### src/sv/assert_macros.svh
// assertion helper macros used by the top-level rtl file
// no dependencies; each macro checks one implication at the rising clock edge
`ifndef ASSERT_MACROS_SVH
`define ASSERT_MACROS_SVH

// same-cycle implication, ignored while reset is high
`define CHK_SAME(lbl, ante, cons, msg) \
   lbl: assert property (@(posedge clock) disable iff (reset) (ante) |-> (cons)) \
      else $error(msg);

// next-cycle implication, ignored while reset is high
`define CHK_NEXT(lbl, ante, cons, msg) \
   lbl: assert property (@(posedge clock) disable iff (reset) (ante) |=> (cons)) \
      else $error(msg);

`endif

### src/sv/ipse_pkg.sv
// shared types, constants and helpers for the stack engine
// used by the controller, the datapath, the divider and the top level
package ipse_pkg;

   localparam int STACK_DEPTH = 32;
   localparam int IDX_W = $clog2(STACK_DEPTH);
   localparam int CNT_W = $clog2(STACK_DEPTH + 1);

   localparam logic [7:0] CH_PLUS  = 8'h2B;
   localparam logic [7:0] CH_MINUS = 8'h2D;
   localparam logic [7:0] CH_MUL   = 8'h2A;
   localparam logic [7:0] CH_DIV   = 8'h2F;
   localparam logic [7:0] CH_ZERO  = 8'h30;
   localparam logic [31:0] VAL_EMPTY = 32'hFFFF_FFFF;

   localparam logic MODE_CONVERT = 1'b0;
   localparam logic MODE_EVAL    = 1'b1;

   typedef enum logic [1:0] {
      PS_CHAR,
      PS_DIGIT,
      PS_RES
   } push_sel_type;

   typedef enum logic [1:0] {
      EM_CHAR,
      EM_TOPCH,
      EM_VAL
   } emit_sel_type;

   typedef struct packed {
      logic         load;
      logic         push;
      push_sel_type push_sel;
      logic         pop;
      logic         pop_b;
      logic         pop_a;
      logic         exec;
      logic         emit;
      emit_sel_type emit_sel;
      logic         finish;
      logic         clear;
   } cmd_type;

   typedef struct packed {
      logic             mode;
      logic             is_op;
      logic             count_nz;
      logic             top_ge;
      logic             last;
      logic             emit_ok;
      logic             div_needed;
      logic             div_done;
      logic             pend_valid;
      logic [CNT_W-1:0] count;
   } status_type;

   function automatic logic is_op_f(input logic [31:0] c);
      return c == {24'd0, CH_PLUS} || c == {24'd0, CH_MINUS} ||
             c == {24'd0, CH_MUL} || c == {24'd0, CH_DIV};
   endfunction

   function automatic logic [1:0] rank_f(input logic [31:0] c);
      logic [1:0] r;
      r = 2'd0;
      if (c == {24'd0, CH_PLUS} || c == {24'd0, CH_MINUS})
         r = 2'd1;
      else if (c == {24'd0, CH_MUL} || c == {24'd0, CH_DIV})
         r = 2'd2;
      return r;
   endfunction

endpackage

### src/sv/infix_postfix_stack_engine_unit.sv
// top level of the infix-to-postfix converter and postfix evaluator
// depends on ipse_pkg, ipse_ctrl, ipse_dpath (with ipse_div) and assert_macros.svh
//
// usage:
// - req channel takes one expression character per beat, tlast on the final one
// - csr channel writes the mode bit (0 convert, 1 evaluate); write it only when idle
// - rsp channel returns zero to three results per character; tlast marks the
//   last result a character causes, a character may cause none
// - one character at a time; no new character is taken until the last is finished,
//   and a divide waits on the one-bit-per-cycle divider
// - a stack change before a top read is followed by a wait for the registered read
// - reset empties the stack, clears the sticky flags and selects convert mode;
//   the stack memory itself is not cleared, entries above the top are never used
// - a stalled rsp side holds the output register; one more result waits in the
//   staging register, after that the engine waits and req_tready stays low
`include "assert_macros.svh"

module infix_postfix_stack_engine_unit
   import ipse_pkg::*;
(
   input  logic        clock,
   input  logic        reset,
   // request stream
   input  logic        req_tvalid,
   output logic        req_tready,
   input  logic [7:0]  req_tdata,   // [7:0] in_char
   input  logic        req_tlast,   // last character of the expression
   // result stream
   output logic        rsp_tvalid,
   input  logic        rsp_tready,
   output logic [47:0] rsp_tdata,   // [7:0] out_char, [39:8] value, [40] overflow,
                                    // [41] div_zero, [47:42] zero
   output logic        rsp_tlast,   // end_of_run
   // mode register write
   input  logic        csr_valid,
   output logic        csr_ready,
   input  logic        csr_data     // mode
);

   cmd_type    cmd;
   status_type status;

   // mode writes are taken at any time
   assign csr_ready = 1'b1;

   ipse_ctrl u_ctrl (
      .clock      (clock),
      .reset      (reset),
      .req_tvalid (req_tvalid),
      .req_tready (req_tready),
      .status     (status),
      .cmd        (cmd)
   );

   ipse_dpath u_dpath (
      .clock      (clock),
      .reset      (reset),
      .cmd        (cmd),
      .status     (status),
      .csr_valid  (csr_valid),
      .csr_data   (csr_data),
      .req_tdata  (req_tdata),
      .req_tlast  (req_tlast),
      .rsp_tvalid (rsp_tvalid),
      .rsp_tready (rsp_tready),
      .rsp_tdata  (rsp_tdata),
      .rsp_tlast  (rsp_tlast)
   );

   // a beat taken means the engine is busy on the next cycle
   `CHK_NEXT(a_busy_after_beat, req_tvalid && req_tready, !req_tready, "ready after accept")
   // stack pointer never passes the depth
   `CHK_SAME(a_count_bound, 1'b1, status.count <= CNT_W'(STACK_DEPTH), "stack count overrun")
   // no result may sit in staging while idle, else its tlast would be lost
   `CHK_SAME(a_idle_no_pend, req_tready, !status.pend_valid, "staged result left behind")

endmodule

### src/sv/ipse_div.sv
// iterative signed 32-bit divider, one quotient bit per cycle
// depends on ipse_pkg only by convention; truncates toward zero
module ipse_div
   import ipse_pkg::*;
(
   input  logic        clock,
   input  logic        reset,
   input  logic        start,
   input  logic [31:0] dividend,
   input  logic [31:0] divisor,
   output logic        done,
   output logic [31:0] quotient
);

   logic        busy_ff, busy_in;
   logic        done_ff, done_in;
   logic        neg_ff, neg_in;
   logic [5:0]  cnt_ff, cnt_in;
   logic [32:0] rem_ff, rem_in;
   logic [31:0] quo_ff, quo_in;
   logic [31:0] d_ff, d_in;
   logic [32:0] shifted;
   logic [32:0] diff;

   assign shifted = {rem_ff[31:0], quo_ff[31]};
   assign diff    = shifted - {1'b0, d_ff};

   always_comb begin
      busy_in = busy_ff;
      done_in = 1'b0;
      neg_in  = neg_ff;
      cnt_in  = cnt_ff;
      rem_in  = rem_ff;
      quo_in  = quo_ff;
      d_in    = d_ff;
      if (start) begin
         busy_in = 1'b1;
         neg_in  = dividend[31] ^ divisor[31];
         cnt_in  = 6'd32;
         rem_in  = 33'd0;
         quo_in  = dividend[31] ? (~dividend + 32'd1) : dividend;
         d_in    = divisor[31] ? (~divisor + 32'd1) : divisor;
      end else if (busy_ff) begin
         if (!diff[32]) begin
            rem_in = diff;
            quo_in = {quo_ff[30:0], 1'b1};
         end else begin
            rem_in = shifted;
            quo_in = {quo_ff[30:0], 1'b0};
         end
         cnt_in = cnt_ff - 6'd1;
         if (cnt_ff == 6'd1) begin
            busy_in = 1'b0;
            done_in = 1'b1;
         end
      end
   end

   always_ff @(posedge clock) begin
      if (reset) begin
         busy_ff <= 1'b0;
         done_ff <= 1'b0;
      end else begin
         busy_ff <= busy_in;
         done_ff <= done_in;
      end
      neg_ff <= neg_in;
      cnt_ff <= cnt_in;
      rem_ff <= rem_in;
      quo_ff <= quo_in;
      d_ff   <= d_in;
   end

   assign done     = done_ff;
   assign quotient = neg_ff ? (~quo_ff + 32'd1) : quo_ff;

endmodule

### src/sv/ipse_dpath.sv
// datapath: stack memory, operand registers, alu, result staging and output register
// depends on ipse_pkg and ipse_div; driven by commands from ipse_ctrl
module ipse_dpath
   import ipse_pkg::*;
(
   input  logic        clock,
   input  logic        reset,
   input  cmd_type     cmd,
   output status_type  status,
   input  logic        csr_valid,
   input  logic        csr_data,
   input  logic [7:0]  req_tdata,
   input  logic        req_tlast,
   output logic        rsp_tvalid,
   input  logic        rsp_tready,
   output logic [47:0] rsp_tdata,
   output logic        rsp_tlast
);

   logic [31:0] mem [STACK_DEPTH];
   logic [31:0] top_ff;
   logic [IDX_W-1:0] top_idx;

   logic             mode_ff;
   logic [7:0]       char_ff;
   logic             last_ff;
   logic [CNT_W-1:0] count_ff, count_in;
   logic             ovf_ff, ovf_in;
   logic             dz_ff, dz_in;
   logic [31:0]      a_ff, b_ff, res_ff;

   logic             pend_valid_ff, pend_valid_in;
   logic [7:0]       pend_char_ff;
   logic [31:0]      pend_val_ff;
   logic             pend_ovf_ff, pend_dz_ff;

   logic             out_valid_ff, out_valid_in;
   logic [7:0]       out_char_ff;
   logic [31:0]      out_val_ff;
   logic             out_ovf_ff, out_dz_ff, out_last_ff;

   logic        count_nz;
   logic        full;
   logic [31:0] push_val;
   logic [31:0] top_or_empty;
   logic [7:0]  new_char;
   logic [31:0] new_val;
   logic        out_free;
   logic        div_start;
   logic        div_done;
   logic [31:0] div_q;

   assign count_nz     = count_ff != '0;
   assign full         = count_ff == CNT_W'(STACK_DEPTH);
   assign top_idx      = IDX_W'(count_ff - CNT_W'(1));
   assign top_or_empty = count_nz ? top_ff : VAL_EMPTY;
   assign out_free     = !out_valid_ff || rsp_tready;
   assign div_start    = cmd.exec && char_ff == CH_DIV && b_ff != 32'd0;

   always_comb begin
      case (cmd.push_sel)
         PS_CHAR:  push_val = {24'd0, char_ff};
         PS_DIGIT: push_val = {24'd0, char_ff} - {24'd0, CH_ZERO};
         PS_RES:   push_val = res_ff;
         default:  push_val = res_ff;
      endcase
   end

   always_comb begin
      case (cmd.emit_sel)
         EM_CHAR: begin
            new_char = char_ff;
            new_val  = 32'd0;
         end
         EM_TOPCH: begin
            new_char = top_ff[7:0];
            new_val  = 32'd0;
         end
         EM_VAL: begin
            new_char = 8'd0;
            new_val  = top_or_empty;
         end
         default: begin
            new_char = 8'd0;
            new_val  = 32'd0;
         end
      endcase
   end

   // stack pointer and sticky flags
   always_comb begin
      count_in = count_ff;
      ovf_in   = ovf_ff;
      dz_in    = dz_ff;
      if (cmd.clear) begin
         count_in = '0;
         ovf_in   = 1'b0;
         dz_in    = 1'b0;
      end else if (cmd.push) begin
         if (full)
            ovf_in = 1'b1;
         else
            count_in = count_ff + CNT_W'(1);
      end else if ((cmd.pop || cmd.pop_a || cmd.pop_b) && count_nz) begin
         count_in = count_ff - CNT_W'(1);
      end
      if (cmd.exec && char_ff == CH_DIV && b_ff == 32'd0)
         dz_in = 1'b1;
   end

   // staging register holds one result back so the final one can carry tlast
   always_comb begin
      pend_valid_in = pend_valid_ff;
      out_valid_in  = out_valid_ff && !rsp_tready;
      if (cmd.emit) begin
         pend_valid_in = 1'b1;
         if (pend_valid_ff)
            out_valid_in = 1'b1;
      end else if (cmd.finish && pend_valid_ff) begin
         pend_valid_in = 1'b0;
         out_valid_in  = 1'b1;
      end
   end

   always_ff @(posedge clock) begin
      if (reset) begin
         mode_ff       <= MODE_CONVERT;
         count_ff      <= '0;
         ovf_ff        <= 1'b0;
         dz_ff         <= 1'b0;
         pend_valid_ff <= 1'b0;
         out_valid_ff  <= 1'b0;
      end else begin
         if (csr_valid)
            mode_ff <= csr_data;
         count_ff      <= count_in;
         ovf_ff        <= ovf_in;
         dz_ff         <= dz_in;
         pend_valid_ff <= pend_valid_in;
         out_valid_ff  <= out_valid_in;
      end
   end

   always_ff @(posedge clock) begin
      top_ff <= mem[top_idx];
      if (cmd.push && !full)
         mem[IDX_W'(count_ff)] <= push_val;
   end

   always_ff @(posedge clock) begin
      if (cmd.load) begin
         char_ff <= req_tdata;
         last_ff <= req_tlast;
      end
      if (cmd.pop_b)
         b_ff <= top_or_empty;
      if (cmd.pop_a)
         a_ff <= top_or_empty;
      if (cmd.exec) begin
         case (char_ff)
            CH_PLUS:  res_ff <= a_ff + b_ff;
            CH_MINUS: res_ff <= a_ff - b_ff;
            CH_MUL:   res_ff <= a_ff * b_ff;
            default:  res_ff <= 32'd0;
         endcase
      end else if (div_done) begin
         res_ff <= div_q;
      end
      if (cmd.emit) begin
         pend_char_ff <= new_char;
         pend_val_ff  <= new_val;
         pend_ovf_ff  <= ovf_ff;
         pend_dz_ff   <= dz_ff;
      end
      if ((cmd.emit || cmd.finish) && pend_valid_ff) begin
         out_char_ff <= pend_char_ff;
         out_val_ff  <= pend_val_ff;
         out_ovf_ff  <= pend_ovf_ff;
         out_dz_ff   <= pend_dz_ff;
         out_last_ff <= cmd.finish;
      end
   end

   ipse_div u_div (
      .clock    (clock),
      .reset    (reset),
      .start    (div_start),
      .dividend (a_ff),
      .divisor  (b_ff),
      .done     (div_done),
      .quotient (div_q)
   );

   always_comb begin
      status.mode       = mode_ff;
      status.is_op      = is_op_f({24'd0, char_ff});
      status.count_nz   = count_nz;
      status.top_ge     = rank_f(top_ff) >= rank_f({24'd0, char_ff});
      status.last       = last_ff;
      status.emit_ok    = !pend_valid_ff || out_free;
      status.div_needed = char_ff == CH_DIV && b_ff != 32'd0;
      status.div_done   = div_done;
      status.pend_valid = pend_valid_ff;
      status.count      = count_ff;
   end

   assign rsp_tvalid = out_valid_ff;
   assign rsp_tdata  = {6'd0, out_dz_ff, out_ovf_ff, out_val_ff, out_char_ff};
   assign rsp_tlast  = out_last_ff;

endmodule

### src/sv/ipse_ctrl.sv
// controller: sequences one character through stack, alu and output staging
// depends on ipse_pkg; talks to ipse_dpath through cmd_type and status_type
module ipse_ctrl
   import ipse_pkg::*;
(
   input  logic       clock,
   input  logic       reset,
   input  logic       req_tvalid,
   output logic       req_tready,
   input  status_type status,
   output cmd_type    cmd
);

   typedef enum logic [3:0] {
      S_IDLE,
      S_WAIT,
      S_DECIDE,
      S_CV_LOOP,
      S_CV_SET,
      S_PSET,
      S_TAIL,
      S_FSET,
      S_POPB,
      S_WB,
      S_POPA,
      S_EXEC,
      S_DIV,
      S_PUSHR,
      S_FIN
   } state_type;

   state_type  state_ff, state_in;
   logic [1:0] n_ff, n_in;

   always_comb begin
      state_in = state_ff;
      n_in     = n_ff;
      cmd      = '0;
      cmd.push_sel = PS_CHAR;
      cmd.emit_sel = EM_CHAR;
      case (state_ff)
         S_IDLE: begin
            n_in = 2'd0;
            if (req_tvalid) begin
               cmd.load = 1'b1;
               state_in = S_WAIT;
            end
         end
         S_WAIT: state_in = S_DECIDE;
         S_DECIDE: begin
            if (status.mode == MODE_CONVERT) begin
               if (status.is_op) begin
                  state_in = S_CV_LOOP;
               end else if (status.emit_ok) begin
                  cmd.emit = 1'b1;
                  cmd.emit_sel = EM_CHAR;
                  n_in = 2'd1;
                  state_in = S_TAIL;
               end
            end else begin
               if (status.is_op) begin
                  state_in = S_POPB;
               end else begin
                  cmd.push = 1'b1;
                  cmd.push_sel = PS_DIGIT;
                  state_in = S_PSET;
               end
            end
         end
         S_CV_LOOP: begin
            if (status.count_nz && status.top_ge && n_ff < 2'd2) begin
               if (status.emit_ok) begin
                  cmd.emit = 1'b1;
                  cmd.emit_sel = EM_TOPCH;
                  cmd.pop = 1'b1;
                  n_in = n_ff + 2'd1;
                  state_in = S_CV_SET;
               end
            end else begin
               cmd.push = 1'b1;
               cmd.push_sel = PS_CHAR;
               state_in = S_PSET;
            end
         end
         S_CV_SET: state_in = S_CV_LOOP;
         S_PSET:   state_in = S_TAIL;
         S_TAIL: begin
            if (!status.last) begin
               state_in = S_FIN;
            end else if (status.mode == MODE_CONVERT) begin
               if (status.count_nz && n_ff != 2'd3) begin
                  if (status.emit_ok) begin
                     cmd.emit = 1'b1;
                     cmd.emit_sel = EM_TOPCH;
                     cmd.pop = 1'b1;
                     n_in = n_ff + 2'd1;
                     state_in = S_FSET;
                  end
               end else begin
                  state_in = S_FIN;
               end
            end else if (status.emit_ok) begin
               cmd.emit = 1'b1;
               cmd.emit_sel = EM_VAL;
               state_in = S_FIN;
            end
         end
         S_FSET: state_in = S_TAIL;
         S_POPB: begin
            cmd.pop_b = 1'b1;
            state_in = S_WB;
         end
         S_WB: state_in = S_POPA;
         S_POPA: begin
            cmd.pop_a = 1'b1;
            state_in = S_EXEC;
         end
         S_EXEC: begin
            cmd.exec = 1'b1;
            state_in = status.div_needed ? S_DIV : S_PUSHR;
         end
         S_DIV: begin
            if (status.div_done)
               state_in = S_PUSHR;
         end
         S_PUSHR: begin
            cmd.push = 1'b1;
            cmd.push_sel = PS_RES;
            state_in = S_PSET;
         end
         S_FIN: begin
            if (status.emit_ok) begin
               cmd.finish = 1'b1;
               cmd.clear = status.last;
               state_in = S_IDLE;
            end
         end
         default: state_in = S_IDLE;
      endcase
   end

   always_ff @(posedge clock) begin
      if (reset) begin
         state_ff <= S_IDLE;
         n_ff     <= 2'd0;
      end else begin
         state_ff <= state_in;
         n_ff     <= n_in;
      end
   end

   assign req_tready = state_ff == S_IDLE;

endmodule

### config.mk
export PLATFORM = sky130hd
export DESIGN_NAME = infix_postfix_stack_engine_unit
export DESIGN_NICKNAME = d
export VERILOG_FILES = /design/src/sv/ipse_pkg.sv /design/src/sv/infix_postfix_stack_engine_unit.sv /design/src/sv/ipse_div.sv /design/src/sv/ipse_dpath.sv /design/src/sv/ipse_ctrl.sv
export VERILOG_INCLUDE_DIRS = /design/src /design/src/sv
export SDC_FILE = /design/constraint.sdc
export NUM_CORES = 2
export LEC_CHECK = 0
export BUFFER_PORTS_ARGS = -buffer_cell sky130_fd_sc_hd__buf_4
export CAP_MARGIN = 0
export CORE_MARGIN = 2
export CORE_UTILIZATION = 40
export DETAILED_ROUTE_END_ITERATION = 8
export GPL_TIMING_DRIVEN = 1
export RECOVER_POWER = 100
export SYNTH_ARGS = -nofsm -noshare
export SYNTH_HDL_FRONTEND = slang
export SYNTH_SLANG_ARGS = --single-unit
### constraint.sdc
create_clock -name clock -period 8.73 [get_ports clock]
set_input_delay 0.4365 -clock clock [delete_from_list [all_inputs] [get_ports clock]]
set_output_delay 0.4365 -clock clock [all_outputs]
set_load 0.02 [all_outputs]
==> qor.yml <==
routing:
  wl_per_cell_um: 25.79
  vias: 42480
  ant_nets: 0
  drt_iter0_drc: 4270
  via_per_inst: 5.485
  remaining_drc_errors: 0
  routed_wl_um: 199700
  dr.pass1.iters: 6
finish:
  multiInputGateArea_um2: 30610
  final_cell_mix: "edfxtp_1 (1279), inv_1 (452), fa_1 (410), nand2_1 (378), mux4_2 (320)"
  n_antenna_cell: 0
  final-seq-area_um2: 40190
  fin_cells: 7746
  drive_gt1_share_pct: 13.48
  nets: 5793
  final_common_cell: "edfxtp_1"
  final_cell_area_um2: 81620
  num-fill-cells: 16250
  area_growth_pct: 10.97
power_and_ir_drop:
  power_density_nw_per_um2: 171.9
  power.leakage_nw: 28.32
  p_total_mw: 14.03
  peakVddDrop_mv: 0.1369
yosys:
  yosysWarnings: 0
  synth_edf_count: 1279
  synth-seq-cells: 1368
  synth_ff_type: "edfxtp_1"
  yosysTopAreaCell: "edfxtp_1"
  synth_area_um2: 73550
  synth_top_area_share_pct: 52.22
  yosysSeqAreaShare_pct: 54.64
  syn_avg_cell_area_um2: 14.48
  post_synth_num_cell_types: 84
  synth_area_leaders: "edfxtp_1 (52%), fa_1 (11%), mux4_2 (9.8%)"
  async_reset_ff_share_pct: 0
  synthCells: 5081
worst_setup_path:
  crit_top_cell: "fa_1"
  startpoint_type: "flip-flop"
  worst_ep_arrival_time_ns: 8.51
  slowest_stage: "edfxtp_1"
  worst-path-buf-inv: 4
  worst_path_dominant_cell_family: "adder cells"
  cp-end-kind: "flip-flop"
  worstPathRequired_ns: 9.10
  critPathMaxFanout: 25
  max_stage_delay_ns: 0.73
  path_cells: "and2_0, fa_1, inv_1, fa_1, fa_1, inv_1, fa_1, ha_1, ha_1, inv_1, fa_1, inv_1, fa_1, ha_1, o21a_1, o21ai_0, o221ai_1, a311oi_2, nor3_1, o41a_1, and2_0, o21a_1, o311ai_0, a22oi_1"
  critical_path_class: "flip-flop to flip-flop"
timing:
  max-slew-margin-rel_pct: -107.2
  timing.hold.ws_ns: 0.2551
  tightestPinTransition_ns: 3.109
  fin_skew_ns: 0.05253
  fmax_ghz: 0.1228
  drv_slew: 1361
  finalCriticalPeriod_ns: 8.141
  finalSetupTns_ns: 0
  rsz0062_at_grt: "no"
  finalHoldViolations: 0
  finalSetupViolCount: 0
  layout_worst_path_cycle_share_pct: 93.25
cts:
  cts_tree: "built"
  cts_made_buffers: 143
  h-tree-depth: 4
  cts_max_path_buffers: 3
  clock_latency_ns: 0.80
  numClockSinks: 1368
  path_clk_slew_ns: 0.07
  cts_root_buf: "clkbuf_16"
  cts_resized: 0
  post-cts-setup-buffers: 0
floorplanning:
  core_um2: 182900
  die_x_um: 432.8
  initial_utilization_pct: 40.22
  die_h_um: 432.8
  rows: 157
  die-area_um2: 187300
  io_pins: 67
global_routing:
  grt_pass1_wl_um: 297800
  grt_antenna_before_repair: 9
  grt_start_max_net_pins: 96
  grt_pass1_vias: 44080
  grt_use_total_pct: 21.59
  grt_overflow_total: 0
status:
  outcome: "finished with violations"
  failed_checks: "capacitance limit, slew limit"
worst_hold_path:
  hold_class: "input port to flip-flop"
placed_design:
  placed_area_um2: 77430
  place.gp.congestion: 0.9255
  dpl.hpwl_um: 133200
  dpl.cell_count: 7469
  port_buffers: 59
job:
  cap_violations: 46
final timing paths:
kind / from / to / slack (ns) / depth (start not counted)
worst max-delay path: u_dpath.b_ff[2] / u_dpath.res_ff[28] / 0.59 / 24
worst min-delay path: req_tvalid / u_ctrl.state_ff[1] / 0.26 / 5
worst max register to register: u_dpath.b_ff[2] / u_dpath.res_ff[28] / 0.59 / 24
worst min register to register: u_dpath.pend_dz_ff / u_dpath.out_dz_ff / 0.42 / 0
per-stage QoR:
step	setup WS, ns	utilization, %
2_1_floorplan	1.457	-
3_3_place_gp	0.9045	42.34
3_5_place_dp	0.8900	42.34
4_1_cts	0.8067	45.00
5_1_grt	0.2282	44.63
6_report	0.5890	44.63
cells in the mapped netlist (17+ instances only):
cell      number
o31ai_1       34
nor3_1        47
o21a_1        18
nand2_1      378
mux2_2        39
nor2b_1       47
dfxtp_1       89
nand3_1       45
nand2b_1      34
xnor2_1      140
nor2_1       138
or3_1         21
a211oi_1      18
fa_1         410
buf_1         27
edfxtp_1    1279
o21ai_0      142
clkbuf_1     240
mux4_2       320
nor4_1        21
o41ai_1       17
a221oi_1      24
a21o_1        65
mux2i_1       30
ha_1         204
xor2_1       126
inv_1        451
a31oi_1       17
or2_2         38
and2_1       313
a21oi_1      134
cell type report:
class | instances | area share [%]
Tap cell | 2464 | 3.777
Inverter | 453 | 2.083
Sequential cell | 1368 | 49.24
Clock buffer | 191 | 4.717
Timing Repair Buffer | 223 | 1.596
Clock inverter | 72 | 1.084
Multi-Input combinational cell | 2975 | 37.50
per-layer routing:
metal  routed length, um  GRT usage, %  vias up
met5                   0             0        -
met4                5286         5.864        0
met3               12460         3.127      271
met2               97150         35.44     1451
met1               84850         30.04    22280
li1                    -             -    18480
flip-flops by register name, indices dropped and copies added (netlist names), 32 cells and up:
signal	flops
u_dpath.mem	1024
u_dpath.a_ff	32
u_dpath.b_ff	32
u_dpath.out_val_ff	32
u_dpath.pend_val_ff	32
u_dpath.res_ff	32
u_dpath.top_ff	32
u_dpath.u_div.d_ff	32
u_dpath.u_div.quo_ff	32
u_dpath.u_div.rem_ff	32
worst register-to-register path, cell delays in order, from the launching register on:
cell and delay (ns):
edfxtp_1 0.73, and2_0 0.35, fa_1 0.54, inv_1 0.05, fa_1 0.45, fa_1 0.50
inv_1 0.06, fa_1 0.54, ha_1 0.23, ha_1 0.29, inv_1 0.05, fa_1 0.47
inv_1 0.05, fa_1 0.45, ha_1 0.33, o21a_1 0.21, o21ai_0 0.22, o221ai_1 0.27
a311oi_2 0.52, nor3_1 0.15, o41a_1 0.42, and2_0 0.21, o21a_1 0.17, o311ai_0 0.30
a22oi_1 0.15
report_power, final:
group | total (mW) | switching [mW] | internal (mW)
clock | 6.10 | 2.64 | 3.45
combinational | 0.689 | 0.425 | 0.265
sequential | 7.24 | 0.0546 | 7.19
cells by family (layout without fill, tap and decap cells):
kind of cell	after synthesis	in the layout	share of synthesized area, %
buffers and inverters	743	939	3.891
flip-flops	1368	1368	54.64
multiplexers	389	389	10.80
AO/OA/AOI/OAI	546	546	4.802
XOR/XNOR	266	266	3.168
adder cells (fa/ha/maj)	614	614	14.63
AND/OR/NAND/NOR	1153	1153	8.055
other	2	7	0.01021
repair_timing:
| item | 4_1_cts | 5_1_grt |
|---|---|---|
| setup endpoints to repair | 0 | 0 |
| hold buffers | 14 | 0 |
| hold endpoints to repair | 20 | 0 |
(Power assumes the default switching activity.)
